--- src/hw/rtl/cpt_div.sv ---
module cpt_div #(
  parameter int NW = 8,
  parameter int DW = 8,
  parameter int QW = 4
) (
  input  logic          clk_i,
  input  logic [NW-1:0] n_i,
  input  logic [DW-1:0] d_i,
  output logic [QW-1:0] q_o,
  output logic          ovf_o
);

  localparam int XW = NW + QW;

  logic [NW-1:0] rem_q [QW+1];
  logic [DW-1:0] den_q [QW+1];
  logic [QW-1:0] quo_q [QW+1];
  logic          ovf_q [QW+1];
  logic          dz_q  [QW+1];

  // quotient too large for QW bits is flagged up front
  always_ff @(posedge clk_i) begin
    rem_q[0] <= n_i;
    den_q[0] <= d_i;
    quo_q[0] <= '0;
    dz_q[0]  <= (d_i == '0);
    ovf_q[0] <= (d_i != '0) && (XW'(n_i) >= (XW'(d_i) << QW));
  end

  for (genvar s = 0; s < QW; s++) begin : g_step
    localparam int SH = QW - 1 - s;
    logic [XW-1:0] trial;
    logic          fit;

    assign trial = XW'(den_q[s]) << SH;
    assign fit   = XW'(rem_q[s]) >= trial;

    always_ff @(posedge clk_i) begin
      rem_q[s+1] <= fit ? NW'(XW'(rem_q[s]) - trial) : rem_q[s];
      quo_q[s+1] <= quo_q[s] | (fit ? (QW'(1) << SH) : QW'(0));
      den_q[s+1] <= den_q[s];
      ovf_q[s+1] <= ovf_q[s];
      dz_q[s+1]  <= dz_q[s];
    end
  end

  // zero divisor gives a zero quotient
  assign q_o   = dz_q[QW] ? '0 : quo_q[QW];
  assign ovf_o = ovf_q[QW];

endmodule

--- config.mk ---
export PLATFORM = sky130hd
export DESIGN_NAME = cpt_div
export DESIGN_NICKNAME = d
export VERILOG_FILES = /design/src/hw/rtl/cpt_div.sv
export SDC_FILE = /design/constraint.sdc
export NUM_CORES = 1
export LEC_CHECK = 0
export BUFFER_PORTS_ARGS = -buffer_cell sky130_fd_sc_hd__buf_2
export CELL_PAD_IN_SITES_DETAIL_PLACEMENT = 0
export CELL_PAD_IN_SITES_GLOBAL_PLACEMENT = 1
export CORE_ASPECT_RATIO = 0.5
export CORE_MARGIN = 3
export CORE_UTILIZATION = 25
export DETAILED_ROUTE_END_ITERATION = 7
export GPL_ROUTABILITY_DRIVEN = 0
export GPL_TIMING_DRIVEN = 0
export PLACE_DENSITY_LB_ADDON = 0.3
export SETUP_SLACK_MARGIN = 0.4
export SYNTH_ARGS = -nofsm -noshare
export SYNTH_HDL_FRONTEND = slang
export SYNTH_SLANG_ARGS = --single-unit
--- constraint.sdc ---
create_clock -name clk_i -period 2.7 [get_ports clk_i]
set_input_delay 0.54 -clock clk_i [delete_from_list [all_inputs] [get_ports clk_i]]
set_output_delay 0.54 -clock clk_i [all_outputs]
set_load 0.005 [all_outputs]
==> results by group, run 1 <==
Finish
  • Area growth, synth to finish: 20.3%
  • Net count, final: 353
  • Fin area: between 3000 and 4000 um2
  • N_diodes: 0
  • Share of layout cells above drive strength 1: 0.153
  • Final Non-Filler Cells: roughly 470

Worst setup path
  • CP Capture Type: flop
  • Critical Path Source: rem_q[0][17]
  • Max FO, Critical Path: 9
  • Max incr delay on CP: 0.42 ns
  • Crit-path cells: inv_1 -> ha_1 -> fa_1 -> nand2b_1 -> a21oi_1 -> o31a_1 -> buf_6 -> mux2_4
  • Crit path arrival time: around 2.3 ns
  • CP max-delay cell: fa_1
  • Crit path kind: flop to flop
  • Reg2reg start: rem_q[0][17]
  • Worst EP required: 2.91 ns
  • Crit start category: flop

STA
  • Fin crit share: 0.781
  • Total Neg Setup Slack: 0 ns
  • Min Tclk post-route: 2.11 ns
  • Setup violators final: 0
  • Count of final hold-check violations: 0
  • Slew @ Worst Pin: 0.443 ns
  • Fmax: ~0.47 GHz
  • Clock Skew: slightly above 0.004 ns
  • Unrepaired setup endpoints after global routing: false
  • Post-route setup slack: 0.591 ns
  • Rel. slew slack: 0.704
  • Final Max Tran Viols: 0

Clock tree
  • Post-CTS setup buffers: 0
  • Max Buffers Root-to-Sink: 2
  • CTS Buf Count: 9
  • Root Buffer Master: clkbuf_16
  • CTS Hold Buffers Added: 0
  • Worst-Skew Late Latency: 0.33 ns
  • Resized cells post-CTS: 0
  • TritonCTS clock tree: done
  • TritonCTS Sinks: 84
  • H-tree depth: 3
  • Clock transition at path regs: approximately 0.060 ns

Yosys
  • Synth area leaders: dfxtp_1 55%, ha_1 12%, inv_1 4.8%
  • Synth Flop Type: dfxtp_1
  • Syn Std Cell Area: 3060 um2
  • Synth cell types: 41
  • Mapped Nets: 321
  • Post-synth top cells: 84 x dfxtp_1, 39 x inv_1, 30 x ha_1
  • Seq/Total Area, Yosys: 0.550
  • Dominant cell type by area after synthesis: dfxtp_1
  • Synth Instances: 271
  • Async set or reset register ratio after synthesis: 0
  • Post-synth EDFFs: 0
  • Syn Area/Cell: approximately 11 um2
  • Yosys warnings: 0
  • Most numerous cell in the Yosys netlist: dfxtp_1
  • Yosys reg bits: 84
  • Synth top area share: 0.550

GRT
  • Initial antenna violation count: 0
  • Vias in the first global route: around 1.9k
  • Largest net degree at the start of global routing: 14
  • Total grt overflow: 0
  • Total track usage: 0.0819
  • First-pass GRT wire length: 8.69 mm

Power and ir drop
  • Clk pwr share: 0.428
  • Max VDD drop: between 0.2 and 0.3 mV
  • Net switching power: 650 uW
  • Leak Pwr: roughly 0.0017 uW
  • Sw Ratio: 0.218
  • Combinational Power Share: 0.113
  • PD cells: around 800 nW/um2
  • Register share of total power: 0.459
  • Internal power: around 2300 uW

Drt
  • Drt drc: 0
  • First drt pass iteration count: 4
  • Total Wirelength: 4.99 mm
  • Vias per Instance: 3.93
  • Drt initial violations: 66
  • DR vias: 1835
  • Wire length per cell: 10.7 um
  • Antenna viol nets, final: 0

Place
  • Dpl cell area: 3360 um2
  • PortBufs: 21
  • Worst slack at placement: 0.580 ns
  • Detail Placement HPWL: 3.94 mm
  • Dpl cells: 451

Die
  • Die Span Y: 84.2 um
  • Core area: 11500 um2
  • Die ar.: 13700 um2
  • Initial Util: 0.267
  • Row Count: 27
  • Die width: 162 um
  • Num ports: 22

Flow run
  • Maximum capacitance violations: 0

Outcome
  • Outcome: finished, final reports clean

Worst hold path
  • Hold Crit Class: primary input to flop
  • Hold_sp: d_i[6]
-- metal layers --
metal  global-route usage  up-vias  routed length [um]
li1                     -      972                   -
met1               0.0977      829                2420
met2                0.127       25                2290
met3               0.0365        9                 186
met4               0.0379        0                  93
met5                    0        -                   0
-- metrics by stage --
| step | hold slack, ns | total power [uW] | utilization |
|---|---|---|---|
| 4_1_cts | 0.307 | 3030 | 0.321 |
| 3_5_place_dp | 0.312 | 1740 | 0.293 |
| 5_1_grt | 0.302 | 3140 | 0.321 |
| 6_report | 0.320 | 2980 | 0.321 |
| 3_3_place_gp | 0.312 | 1730 | 0.293 |
| 2_1_floorplan | 0.310 | 1640 | - |
-- cells in the final DEF, fill, tap and decap left out, drive strengths merged, types with 3 or more instances in the layout --
cell	n
mux2i	5
nor2	9
nand2b	6
nor2b	9
a21oi	11
fa	3
buf	23
a21o	4
nand2	9
inv	39
clkbuf	11
nand3	3
clkinv	3
mux2	6
ha	30
xnor2	6
o31a	3
o21ai	14
dfxtp	84
-- power groups by stage --
stage	clock network (uW)	registers (uW)	logic, uW
2_1_floorplan	0	1380	260
3_3_place_gp	0	1400	331
3_5_place_dp	0	1400	339
4_1_cts	1320	1370	343
5_1_grt	1370	1380	388
6_report	1280	1370	336
-- worst max-delay path: cells and delay by family, from the launching register on --
kind	cells	cell delay, ns
AOI/OAI and AO/OA	2	0.36
muxes	1	0.30
buffers and inverters	2	0.20
DFF	1	0.30
and+or+nand+nor	1	0.19
adders and majority gates	2	0.64
-- sequential cells by signal (all words and copies together), names as in the netlist --
register,count
den_q,32
dz_q,5
ovf_q,5
quo_q,10
rem_q,32
-- cell type report --
| class | count | area (um2) |
|---|---|---|
| Sequential cell | 84 | 1680 |
| Inverter | 39 | 146 |
| Timing Repair Buffer | 21 | 105 |
| Fill cell | 1168 | 7770 |
| Multi-Input combinational cell | 146 | 1210 |
| Clock buffer | 11 | 243 |
| Tap cell | 159 | 199 |
| Buffer | 2 | 16.3 |
| Clock inverter | 5 | 75.1 |
-- final timing paths --
| check | cells after the start | slack [ns] | endpoint |
|---|---|---|---|
| min reg2reg | 0 | 0.33 | ovf_q[0][3] |
| max reg2reg | 8 | 0.59 | rem_q[0][27] |
| max | 8 | 0.59 | rem_q[0][27] |
| min | 1 | 0.32 | den_q[0][6] |
-- cell families (layout without fill, tap and decap cells) --
| family | after synthesis | in the layout | synth area share |
|---|---|---|---|
| DFF | 84 | 84 | 0.550 |
| and+or+nand+nor | 49 | 49 | 0.0905 |
| AOI/OAI and AO/OA | 46 | 46 | 0.102 |
| buffers and inverters | 41 | 78 | 0.0532 |
| adders and majority gates | 33 | 33 | 0.142 |
| muxes | 11 | 11 | 0.0422 |
| xor gates and xnor gates | 7 | 7 | 0.0201 |
Note: power is estimated with default switching activity, not from simulation.
==> run 2: changes to the inputs <==
==> constraint.sdc (replaced) <==
create_clock -name clk_i -period 2.05 [get_ports clk_i]
set_input_delay 0.41 -clock clk_i [delete_from_list [all_inputs] [get_ports clk_i]]
set_output_delay 0.41 -clock clk_i [all_outputs]
set_load 0.005 [all_outputs]
==> run 2 against run 1 <==
Global-route usage rose by 0.52 points. First-iteration DRC count fell by 27%. Sequential power rose by 34%. Via count rose by 9.0%. Largest power group unchanged. Highest routed layer unchanged.
==> results by group, run 2 (synthesis results as in run 1) <==
Clock tree
  • CTS Buf Count: 9 (unchanged)
  • TritonCTS clock tree: done (unchanged)
  • CTS Hold Buffers Added: 0 (unchanged)
  • TritonCTS Sinks: 84 (unchanged)
  • Max Buffers Root-to-Sink: 2 (unchanged)
  • Root Buffer Master: clkbuf_16 (unchanged)
  • Worst-Skew Late Latency: 0.33 ns (about the same)
  • H-tree depth: 3 (unchanged)
  • Clock transition at path regs: 0.06 ns (about the same)

Drt
  • Antenna viol nets, final: 0 (unchanged)
  • DR vias: 2001 (was 1835)
  • Vias per Instance: 4.02 (was 3.93)
  • Drt drc: 0 (unchanged)
  • Drt initial violations: 48 (was 66)
  • Total Wirelength: 5.78 mm (was 4.99 mm)
  • Wire length per cell: 11.6 um (was 10.7 um)
  • First drt pass iteration count: 4 (unchanged)

Worst setup path
  • Worst path bufs/invs: 2 (unchanged)
  • Crit path kind: flop to flop (unchanged)
  • CP max-delay cell: fa_2 (was fa_1)
  • Crit-path cells: inv_2 -> ha_4 -> fa_2 -> nand2b_4 -> a21oi_4 -> o31a_1 -> buf_6 -> mux2_4 (was inv_1 -> ha_1 -> fa_1 -> nand2b_1 -> a21oi_1 -> o31a_1 -> buf_6 -> mux2_4)
  • CP top delay family: adder cells (unchanged)
  • Max incr delay on CP: 0.35 ns (was 0.42 ns)
  • Crit start category: flop (unchanged)
  • Worst EP required: 2.26 ns (was 2.91 ns)
  • CP Capture Type: flop (unchanged)
  • Max FO, Critical Path: 5 (was 9)
  • Crit path arrival time: 2.10 ns (was 2.32 ns)

Die
  • Row Count: 27 (unchanged)
  • Die width: 162 um (unchanged)
  • Num ports: 22 (unchanged)
  • Initial Util: 0.267 (unchanged)
  • Die ar.: 13700 um2 (unchanged)
  • Die Span Y: 84.2 um (unchanged)
  • Core area: 11500 um2 (unchanged)

Place
  • PortBufs: 21 (unchanged)
  • Dpl cells: 451 (unchanged)
  • Detail Placement HPWL: 4.09 mm (was 3.94 mm)
  • Worst slack at placement: -0.00359 ns (was 0.580 ns)
  • Dpl cell area: 3450 um2 (was 3360 um2)

Finish
  • Commonest non-fill, non-tap cells in the layout: 66 x dfxtp_1, 27 x buf_4, 26 x inv_1, 21 x buf_2, 18 x dfxtp_2 (was 84 x dfxtp_1, 39 x inv_1, 30 x ha_1, 22 x buf_2, 14 x o21ai_0)
  • Commonest non-fill, non-tap cell in the layout: dfxtp_1 (unchanged)
  • Final Non-Filler Cells: 498 (was 467)
  • Regs by FF count: den_q (32), rem_q (32), quo_q (10) (unchanged)
  • Share of layout cells above drive strength 1: 0.416 (was 0.153)
  • Net count, final: 384 (was 353)
  • Area growth, synth to finish: 38.4% (was 20.3%)
  • N_diodes: 0 (unchanged)
  • Fin area: 4230 um2 (was 3680 um2)
  • Filler cells: 1105 (was 1168)

GRT
  • First-pass GRT wire length: 9.27 mm (was 8.69 mm)
  • Total grt overflow: 0 (unchanged)
  • Initial antenna violation count: 0 (unchanged)
  • Vias in the first global route: 2031 (was 1860)
  • Largest net degree at the start of global routing: 14 (unchanged)
  • Total track usage: 0.0871 (was 0.0819)

STA
  • Clock Skew: 0.00490 ns (was 0.00404 ns)
  • Setup violators final: 0 (unchanged)
  • Fmax: 0.530 GHz (was 0.474 GHz)
  • Total Neg Setup Slack: 0 ns (unchanged)
  • Unrepaired setup endpoints after global routing: true (was false)
  • Post-route setup slack: 0.164 ns (was 0.591 ns)
  • Slew @ Worst Pin: 0.416 ns (was 0.443 ns)
  • Rel. slew slack: 0.720 (was 0.704)
  • Min Tclk post-route: 1.89 ns (was 2.11 ns)
  • Count of final hold-check violations: 0 (unchanged)
  • Fin crit share: 0.920 (was 0.781)
  • Hold slack: 0.197 ns (was 0.320 ns)
  • Final Max Tran Viols: 0 (unchanged)

Power and ir drop
  • Max VDD drop: 0.420 mV (was 0.278 mV)
  • Leak Pwr: 0.00189 uW (was 0.00171 uW)
  • PD cells: 982 nW/um2 (was 810 nW/um2)

Flow run
  • Maximum capacitance violations: 0 (unchanged)

Worst hold path
  • Hold Crit Class: primary input to flop (unchanged)

Outcome
  • Outcome: finished, final reports clean (unchanged)
## run 2: cell types whose count changed in the layout (fill, tap and decap cells not counted), moves of 5 or more
cell	change
buf_4	+27
dfxtp_1	-18
dfxtp_2	+18
ha_1	-13
ha_4	+13
inv_1	-13
inv_2	+13
o21ai_0	-8
buf_6	+5
## run 2: final timing paths
path	from	end	slack, ns	depth (start not counted)
worst max-delay path	rem_q[0][17]	rem_q[0][29]	0.16	8
worst max register to register	rem_q[0][17]	rem_q[0][29]	0.16	8
worst min register to register	quo_q[0][14]	quo_q[0][18]	0.32	0
worst min-delay path	d_i[7]	den_q[0][7]	0.20	1
## run 2: final cells by class
| cell class | instances | area, um2 | share of cell area |
|---|---|---|---|
| Buffer | 2 | 22.5 | 0.00533 |
| Timing Repair Buffer | 52 | 353 | 0.0834 |
| Tap cell | 159 | 199 | 0.0470 |
| Multi-Input combinational cell | 146 | 1490 | 0.351 |
| Sequential cell | 84 | 1700 | 0.403 |
| Inverter | 39 | 146 | 0.0346 |
| Clock buffer | 12 | 246 | 0.0583 |
| Clock inverter | 4 | 72.6 | 0.0172 |
## run 2: through the flow
stage | total power (uW) | utilization
2_1_floorplan | 2200 | -
3_3_place_gp | 2320 | 0.301
3_5_place_dp | 2330 | 0.301
4_1_cts | 4130 | 0.353
5_1_grt | 4360 | 0.369
6_report | 4150 | 0.369
## run 2: what timing repair did
action	CTS	global route
hold endpoints to repair	0	0
buffers inserted	16	13
endpoints found under the setup margin	21	22
gates cloned	2	0
pin swaps	14	19
gates resized for setup	38	29
## run 2: report_power, final
part	internal [uW]	leakage [uW]	switching, uW
logic	368	0.00103	281
registers	1760	0.000703	67.5
clock network	1100	0.000153	582
## run 2: worst reg2reg max path, stage by stage, from the launching register on
cell      delay, ns
dfxtp_2        0.33
inv_2          0.05
ha_4           0.15
fa_2           0.35
nand2b_4       0.17
a21oi_4        0.13
o31a_1         0.17
buf_6          0.14
mux2_4         0.29
## run 2: layer usage
metal  wire [um]  global-route usage
met1        2570              0.0964
met2        2920               0.146
met3         199              0.0375
met4          98              0.0410
met5           0                   0
