===== config.mk =====
export PLATFORM = sky130hd
export DESIGN_NAME = cpt_mul
export DESIGN_NICKNAME = d
export VERILOG_FILES = /design/src/hw/rtl/cpt_mul.sv
export SDC_FILE = /design/constraint.sdc
export NUM_CORES = 1
export LEC_CHECK = 0
export BUFFER_PORTS_ARGS = -buffer_cell sky130_fd_sc_hd__buf_2
export CAP_MARGIN = 30
export CORE_MARGIN = 8
export CORE_UTILIZATION = 60
export CTS_CLUSTER_SIZE = 10
export DETAILED_ROUTE_END_ITERATION = 10
export HOLD_SLACK_MARGIN = 0.15
export PLACE_DENSITY = 0.8
export RECOVER_POWER = 25
export SLEW_MARGIN = 20
export SYNTH_ARGS = -nofsm -noshare
export SYNTH_HDL_FRONTEND = slang
export SYNTH_SLANG_ARGS = --single-unit

===== constraint.sdc =====
create_clock -name clk_i -period 8.2 [get_ports clk_i]
set_clock_uncertainty 0.05 [all_clocks]
set_input_delay 1.23 -clock clk_i [delete_from_list [all_inputs] [get_ports clk_i]]
set_output_delay 1.23 -clock clk_i [all_outputs]
set_load 0.005 [all_outputs]

===== src/hw/rtl/cpt_mul.sv =====
module cpt_mul #(
  parameter int AW = 8,
  parameter int BW = 8
) (
  input  logic             clk_i,
  input  logic [AW-1:0]    a_i,
  input  logic [BW-1:0]    b_i,
  output logic [AW+BW-1:0] p_o
);

  localparam int PW = AW + BW;
  localparam int AL = AW / 2;
  localparam int AH = AW - AL;
  localparam int BL = BW / 2;
  localparam int BH = BW - BL;

  logic [AW-1:0]    amag_q;
  logic [BW-1:0]    bmag_q;
  logic             neg1_q, neg2_q, neg3_q;
  logic [AH+BH-1:0] hh_q;
  logic [AH+BL-1:0] hl_q;
  logic [AL+BH-1:0] lh_q;
  logic [AL+BL-1:0] ll_q;
  logic [PW-1:0]    sum_q;
  logic [PW-1:0]    p_q;

  // magnitudes, then four half-width partial products, then sum, then sign
  always_ff @(posedge clk_i) begin
    amag_q <= a_i[AW-1] ? (~a_i + AW'(1)) : a_i;
    bmag_q <= b_i[BW-1] ? (~b_i + BW'(1)) : b_i;
    neg1_q <= a_i[AW-1] ^ b_i[BW-1];

    hh_q   <= amag_q[AW-1:AL] * bmag_q[BW-1:BL];
    hl_q   <= amag_q[AW-1:AL] * bmag_q[BL-1:0];
    lh_q   <= amag_q[AL-1:0] * bmag_q[BW-1:BL];
    ll_q   <= amag_q[AL-1:0] * bmag_q[BL-1:0];
    neg2_q <= neg1_q;

    sum_q  <= (PW'(hh_q) << (AL + BL)) + (PW'(hl_q) << AL) + (PW'(lh_q) << BL) + PW'(ll_q);
    neg3_q <= neg2_q;

    p_q    <= neg3_q ? (~sum_q + PW'(1)) : sum_q;
  end

  assign p_o = p_q;

endmodule


==> results of run 1 <==
-- layout make-up --
type,count,area [sq um],area share
multi-input cells,305,2630,0.539
flip-flops and latches,83,1660,0.340
repair buffers,32,158,0.0323
inverters,34,128,0.0261
clock buffers,9,124,0.0254
well taps,99,124,0.0254
clock inverters,7,58.8,0.0120
-- synth_stat cells --
library cell   n  share of area
a21oi_1       17          0.019
nor3_1         2         0.0023
o31ai_2        1         0.0028
o21bai_1       5         0.0085
nand2_1       30          0.025
nor2_1        17          0.014
or4_4          1         0.0025
nand2b_1       4         0.0056
and2_1        49          0.069
nor2b_1        1         0.0014
clkbuf_1       3         0.0025
nor4b_1        2         0.0040
o21a_1         2         0.0034
or2_4          1         0.0020
inv_1         34          0.029
a211oi_1       1         0.0017
o41ai_1        2         0.0040
ha_1          59           0.17
nand3b_1       1         0.0017
or3_1          4         0.0056
o31ai_1        5         0.0085
xnor2_1       42          0.083
o21ai_0       16          0.018
and3_1         1         0.0014
o211ai_1       1         0.0017
or4_1          1         0.0017
fa_1          25           0.11
dfxtp_1       83           0.37
a21o_1         6          0.010
xor2_1         6          0.012
o31a_1         1         0.0020
nand3_1        2         0.0023
-- cell families after synthesis --
family	Yosys count	synth area share
AO/OA/AOI/OAI	57	0.0799
flip-flops	83	0.375
adder cells (fa/ha/maj)	84	0.280
buffers and inverters	37	0.0313
AND/OR/NAND/NOR	116	0.139
XOR/XNOR	48	0.0949
-- stage by stage --
step	cells	power, mW
after floorplan	425	0.976
after global placement	553	1.09
after detailed placement	553	1.11
after CTS	569	1.39
after global routing	569	1.50
final	569	1.37
-- state kept, by name (all words and copies together) (netlist names) --
register  flops
p_o          16
sum_q        16
amag_q        8
bmag_q        8
hh_q          8
hl_q          8
lh_q          8
ll_q          8
neg1_q        1
neg2_q        1
neg3_q        1
-- routing by layer --
| layer | track usage | vias up | wire, um |
|---|---|---|---|
| met5 | 0 | - | 0 |
| met4 | 0.0553 | 0 | 111 |
| met3 | 0.0443 | 11 | 352 |
| met2 | 0.275 | 54 | 3570 |
| met1 | 0.181 | 1338 | 3130 |
| li1 | - | 1480 | - |
-- power by group --
part | internal, mW | switching, mW
registers | 0.523 | 0.0665
logic | 0.252 | 0.255
clock network | 0.115 | 0.159
-- worst reg2reg max path: cells and delay by family (launching register included) --
kind / cells / cell delay (ns)
adders and majority gates: 3 / 1.35
AOI/OAI and AO/OA: 4 / 0.69
DFF: 1 / 0.44
xor gates and xnor gates: 1 / 0.14
and+or+nand+nor: 1 / 0.13
buffers and inverters: 1 / 0.06
-- worst paths after layout --
path,startpoint,endpoint,slack (ns),depth (start not counted)
max,bmag_q[7],hh_q[7],5.27,10
min,ll_q[2],sum_q[2],0.28,0
max reg2reg,bmag_q[7],hh_q[7],5.27,10
min reg2reg,ll_q[2],sum_q[2],0.28,0
==> flow_summary.ini, run 1 <==
[placement]
dpl-instance-area_sq_um = 4700
dp_hpwl_um = 5820
place_ws_ns = 5.31
io_buffers = 32
routabilityCongestion = 0.888

[setup_path]
worst_setup_path_end_kind = register
max_stage_delay_ns = 0.54
critPathTopFamily = adder cells
cp.arrival_ns = 3.16
critical-path-slowest-cell = fa_1
critical_path_class = register to register
crit_path_max_fanout = 8
required_ns = 8.43
critPathLaunchType = register
crit_chain = nand2_1 > fa_1 > inv_1 > fa_1 > ha_1 > a21o_1 > a21oi_1 > o21bai_1 > a21oi_1 > xnor2_1
critical_path_buf_inv_count = 1

[power_and_ir_drop]
peakVddDrop_v = 0.000112
power_density_nw_per_um2 = 280
leakage_nw = 2.37

[sta]
setup_viol = 0
worstMarginPinSlew_ns = 0.478
hold_ws_ns = 0.283
fmax_mhz = 341
drv_slew = 0
maxSlewHeadroom = 0.681
period_needed_ns = 2.93
setup_ws_ns = 5.27
period_share = 0.357
fin_tns_setup_ns = 0
rsz0062_at_grt = false
hold_viol_final = 0

[clocking]
cts_setup_buffers = 0
clkTransAtPathRegs_ns = 0.09
tritoncts = yes
ctsLongestPathBuffers = 2
cts-root-buf = clkbuf_8
cts_resized = 0
htreeDepth = 3
hold_buffers = 0
cts_made_buffers = 9
clkLatencyLatePin_ns = 0.36
cts_sinks = 83

[final_layout]
n_antenna_cell = 0
mostFrequentLayoutCells = 83 x dfxtp_1, 59 x ha_1, 42 x xnor2_1
final_common_cell = dfxtp_1
area_growth_pct = 10.2
final_area_sq_um = 4880
nFillCells = 572
drive_gt1_frac = 0.104
nets = 566
final_core_util = 0.677

[routing]
drtAntennaViolNets = 0
wire_per_inst_um = 12.6
drc_errors = 0
wirelength_um = 7160
vias_per_cell = 5.07
vias = 2883
drtPass1Iterations = 4
drt_iter0_markers = 104

[hold_path]
hold_path_class = register to register

[die]
std_cell_rows = 31
die_h_um = 102
die_width_um = 102
coreArea_sq_um = 7210
io_pins = 33
die_area_sq_um = 10400
initial_utilization = 0.614

[flow_run]
drv_cap = 0

[grt]
grt_max_degree = 17
grt_overflow_total = 0
track_usage = 0.158
grt_pass1_vias = 2992
grt_pass1_wl_um = 12900
antenna_found_initial = 0

[outcome]
outcome = complete, no violations

[synthesis]
ys_warn_count = 0
synth_area_sq_um = 4430
syn_nets = 526
synth_seq_cells = 83
syn_avg_cell_area_sq_um = 10.4
synth_cells = 425
ys_types = 32
ys_seq_area_frac = 0.375
No activity file was read; power rests on OpenSTA's default activity.
==> inputs of run 2 (changes only) <==
- clock period: 8.2 -> 2.72 ns (I/O delays scaled with it)
==> run 2 against run 1 <==
Worst hold slack got worse by 0.11 ns. Routed wire length grew 14%. Via count up 5.5%. Sequential cell count did not move. Core utilization grew 5.0 points. Largest cell class unchanged.
==> flow_summary.ini, run 2 (synthesized netlist as in run 1, its figures left out) <==
[clocking]
cts_sinks = 83
cts-root-buf = clkbuf_8
ctsLongestPathBuffers = 2
tritoncts = yes
htreeDepth = 3
clkTransAtPathRegs_ns = 0.09
cts_made_buffers = 9
clkLatencyLatePin_ns = 0.36

[setup_path]
critPathLaunchType = register
max_stage_delay_ns = 0.55
rrSetupSlack_ns = 0.0002
crit_path_max_fanout = 5
required_ns = 2.93
cp.arrival_ns = 2.93
critical-path-slowest-cell = fa_1
ff2ff_path_depth = 10
crit_chain = nand2_2 > fa_1 > inv_2 > fa_1 > ha_1 > a21o_1 > a21oi_2 > o21bai_1 > a21oi_2 > xnor2_1
critical_path_class = register to register
worst_setup_path_end_kind = register

[final_layout]
n_antenna_cell = 0
nFillCells = 527
final_area_sq_um = 5250
multi_input_area_sq_um = 2710
drive_gt1_frac = 0.216
nets = 596
mostFrequentLayoutCells = 71 x dfxtp_1, 58 x ha_1, 48 x and2_1
final_common_cell = dfxtp_1
area_growth_pct = 18.4
seq_area_sq_um = 1700

[power_and_ir_drop]
power_mw = 4.35
power_density_nw_per_um2 = 829
leakage_nw = 2.53
peakVddDrop_v = 0.000373

[sta]
period_share = 1.00
period_needed_ns = 2.72
setup_viol = 0
rsz0062_at_grt = true
maxSlewHeadroom = 0.674
hold_viol_final = 0
fin_tns_setup_ns = 0
fmax_mhz = 368
worstMarginPinSlew_ns = 0.488
drv_slew = 0

[placement]
dpl-instance-area_sq_um = 4880
dp_hpwl_um = 6420
routabilityCongestion = 0.806
io_buffers = 32

[die]
die_h_um = 102
coreArea_sq_um = 7210
io_pins = 33
die_width_um = 102
std_cell_rows = 31
die_area_sq_um = 10400
initial_utilization = 0.614

[grt]
track_usage = 0.168
grt_max_degree = 17
grt_pass1_vias = 3124
antenna_found_initial = 0
grt_pass1_wl_um = 13600
grt_overflow_total = 0

[routing]
drtAntennaViolNets = 0
wirelength_um = 8150
wire_per_inst_um = 13.6
drt_iter0_markers = 94
drc_errors = 0
drtPass1Iterations = 4
vias_per_cell = 5.08
vias = 3043

[hold_path]
whs_path_depth = 2
hold_path_class = input port to register

[outcome]
outcome = complete, no violations

[flow_run]
drv_cap = 0
[run 2: final cells by class]
| cell class | instances | share of cell area |
|---|---|---|
| clock inverter | 7 | 0.0160 |
| timing repair buffer | 62 | 0.0716 |
| clock buffer | 9 | 0.0236 |
| sequential | 83 | 0.324 |
| tap | 99 | 0.0236 |
| multi-input combinational | 305 | 0.517 |
| inverter | 34 | 0.0243 |
[run 2: final timing paths]
check / start / endpoint
setup / recovery: bmag_q[5] / lh_q[7]
hold / removal: b_i[6] / bmag_q[7]
setup reg to reg: bmag_q[5] / lh_q[7]
hold reg to reg: ll_q[0] / sum_q[0]
[run 2: report_power, final]
| group | internal [mW] | switching (mW) |
|---|---|---|
| sequential | 1.58 | 0.203 |
| clock | 0.440 | 0.483 |
| combinational | 0.828 | 0.818 |
| total | 2.85 | 1.50 |
[run 2: metrics by stage]
step | hold slack, ns | setup WS, ns | util | std cells
2_1_floorplan | 0.260 | 0.0162 | - | 425
3_3_place_gp | 0.261 | -0.00334 | 0.677 | 577
3_5_place_dp | 0.265 | -0.170 | 0.677 | 577
4_1_cts | 0.155 | 0.0149 | 0.714 | 596
5_1_grt | 0.176 | -0.104 | 0.727 | 599
6_report | 0.169 | 0.000216 | 0.727 | 599
[run 2: worst max-delay path: cells and delay by family (launching register included)]
kind	cells	cell delay (ns)
simple gates	1	0.06
xor+xnor	1	0.16
fa+ha+maj	3	1.32
flops	1	0.38
compound gates	4	0.61
buf+inv	1	0.04
[run 2: per-layer routing]
metal  routed length [um]  global-route usage
met1                 3370               0.181
met2                 4090               0.302
met3                  370              0.0375
met4                  321              0.0858
met5                    0                   0
[run 2: timing repair]
action / in CTS / in global routing
setup endpoints to repair: 8 / 8
buffers inserted: 1 / 3
hold endpoints to repair: 2 / 0
hold buffers: 2 / 0
gates resized for setup: 16 / 30
pin swaps: 8 / 35
==> inputs of run 3 (changes only) <==
- CORE_UTILIZATION: 60 -> 43
- PLACE_DENSITY: 0.8 -> 0.6
==> run 3 against run 2 <==
Die area rose by 33%. Via count fell by 3.9%. Critical path depth did not move. Sequential cell count did not move. Core utilization fell by 21 points. Total power rose by 2.1%. Global-route usage fell by 4.9 points. Worst hold slack got worse by 0.0040 ns. Fmax rose by 2.9%. Routed wire length fell by 6.9%. Critical path type unchanged. Largest cell class unchanged. Largest power group unchanged.
==> flow_summary.ini, run 3 (synthesized netlist as in run 1, its figures left out) <==
[final_layout]
nets = 595
mostFrequentLayoutCells = 71 x dfxtp_1, 59 x ha_1, 49 x and2_1
final_common_cell = dfxtp_1
drive_gt1_frac = 0.202
final_area_sq_um = 5290
n_antenna_cell = 0
nFillCells = 965
area_growth_pct = 19.3

[die]
die_width_um = 118
std_cell_rows = 37
io_pins = 33
die_h_um = 118
die_area_sq_um = 13800
coreArea_sq_um = 10200
initial_utilization = 0.435

[placement]
routabilityCongestion = 0.820
dpl-instance-area_sq_um = 4930
io_buffers = 32
dp_hpwl_um = 6220

[setup_path]
worst_setup_path_end_kind = register
critPathLaunchType = register
r2r_start = amag_q[5]
critical_path_class = register to register
cp.arrival_ns = 2.89
reg2reg_to = hl_q[7]
rrSetupSlack_ns = 0.08
ff2ff_path_depth = 10
required_ns = 2.97
crit_path_max_fanout = 4

[flow_run]
drv_cap = 0

[routing]
wire_per_inst_um = 12.0
drt_iter0_markers = 96
wirelength_um = 7590
vias = 2923
drtPass1Iterations = 4
drtAntennaViolNets = 0
vias_per_cell = 4.60
drc_errors = 0

[clocking]
cts_sinks = 83
cts_made_buffers = 9
clkTransAtPathRegs_ns = 0.09
ctsLongestPathBuffers = 2
cts-root-buf = clkbuf_8
htreeDepth = 3
tritoncts = yes
clkLatencyLatePin_ns = 0.36

[sta]
worstMarginPinSlew_ns = 0.482
fmax_mhz = 378
maxSlewHeadroom = 0.679
hold_viol_final = 0
hold_ws_ns = 0.165
drv_slew = 0
rsz0062_at_grt = true
fin_tns_setup_ns = 0
setup_viol = 0
period_needed_ns = 2.64
period_share = 0.971

[grt]
grt_overflow_total = 0
grt_max_degree = 17
grt_pass1_vias = 3072
grt_pass1_wl_um = 13500
track_usage = 0.119
antenna_found_initial = 0

[hold_path]
whs_path_depth = 2
whs_endpoint = bmag_q[7]
min_from = b_i[6]
hold_path_class = input port to register

[power_and_ir_drop]
power_density_nw_per_um2 = 840
leakage_nw = 2.54
peakVddDrop_v = 0.000424

[outcome]
outcome = complete, no violations
## run 3: changes by cell type in the layout (fill, tap and decap cells not counted), sizes merged
cell | previous run | this run
inv | 37 | 34
bufinv | 1 | 3
clkbuf | 15 | 11
clkinvlp | 1 | 2
buf | 54 | 58
clkinv | 2 | 1
## run 3: cell type report
type | count | area, sq um | area share
Clock inverter | 6 | 114 | 0.0215
Clock buffer | 10 | 128 | 0.0241
Sequential cell | 83 | 1690 | 0.320
Multi-Input combinational cell | 305 | 2670 | 0.506
Inverter | 34 | 128 | 0.0241
Tap cell | 136 | 170 | 0.0322
Timing Repair Buffer | 61 | 382 | 0.0722
## run 3: worst max-delay path: stages (launching register included)
cell	delay (ns)
dfxtp_4	0.38
nand2_2	0.06
fa_1	0.54
inv_1	0.05
fa_1	0.55
ha_1	0.24
a21o_1	0.17
a21oi_2	0.14
o21bai_1	0.08
a21oi_1	0.19
xnor2_1	0.13
## run 3: how the worst max path moves through the flow
| stage | start | end | slack [ns] | cells after the start |
|---|---|---|---|---|
| floorplan | bmag_q[7] | lh_q[7] | 0.02 | 10 |
| finish | amag_q[5] | hl_q[7] | 0.08 | 10 |
| global route | amag_q[5] | hl_q[7] | -0.03 | 10 |
| detailed placement | bmag_q[3] | hl_q[7] | -0.10 | 10 |
| global placement | amag_q[0] | ll_q[7] | -0.03 | 10 |
| CTS | amag_q[4] | hh_q[7] | 0.002 | 10 |
## run 3: where the power goes
part	total [mW]	internal (mW)	switching, mW
Clock	1.05	0.611	0.444
Sequential	1.77	1.58	0.194
Combinational	1.62	0.821	0.796
Total	4.44	3.01	1.43
## run 3: repair_timing
item,4_1_cts,5_1_grt
resized for setup,11,21
setup endpoints to repair,7,7
buffers inserted,1,2
gates cloned,0,0
pin swaps,3,22
hold endpoints to repair,2,0
hold buffers,2,0
## run 3: through the flow
step | total power, mW | util | setup WS (ns) | std cells
2_1_floorplan | 2.94 | - | 0.0162 | 425
3_3_place_gp | 3.36 | 0.484 | -0.0271 | 614
3_5_place_dp | 3.40 | 0.484 | -0.102 | 614
4_1_cts | 4.48 | 0.512 | 0.00216 | 633
5_1_grt | 4.82 | 0.519 | -0.0280 | 635
6_report | 4.44 | 0.519 | 0.0777 | 635
## run 3: metal layers
metal / up-vias / track usage / wire length [um]
met3: 16 / 0.0331 / 338
met4: 0 / 0.0633 / 173
met1: 1318 / 0.137 / 3480
li1: 1537 / - / -
met2: 52 / 0.198 / 3600
met5: - / 0 / 0
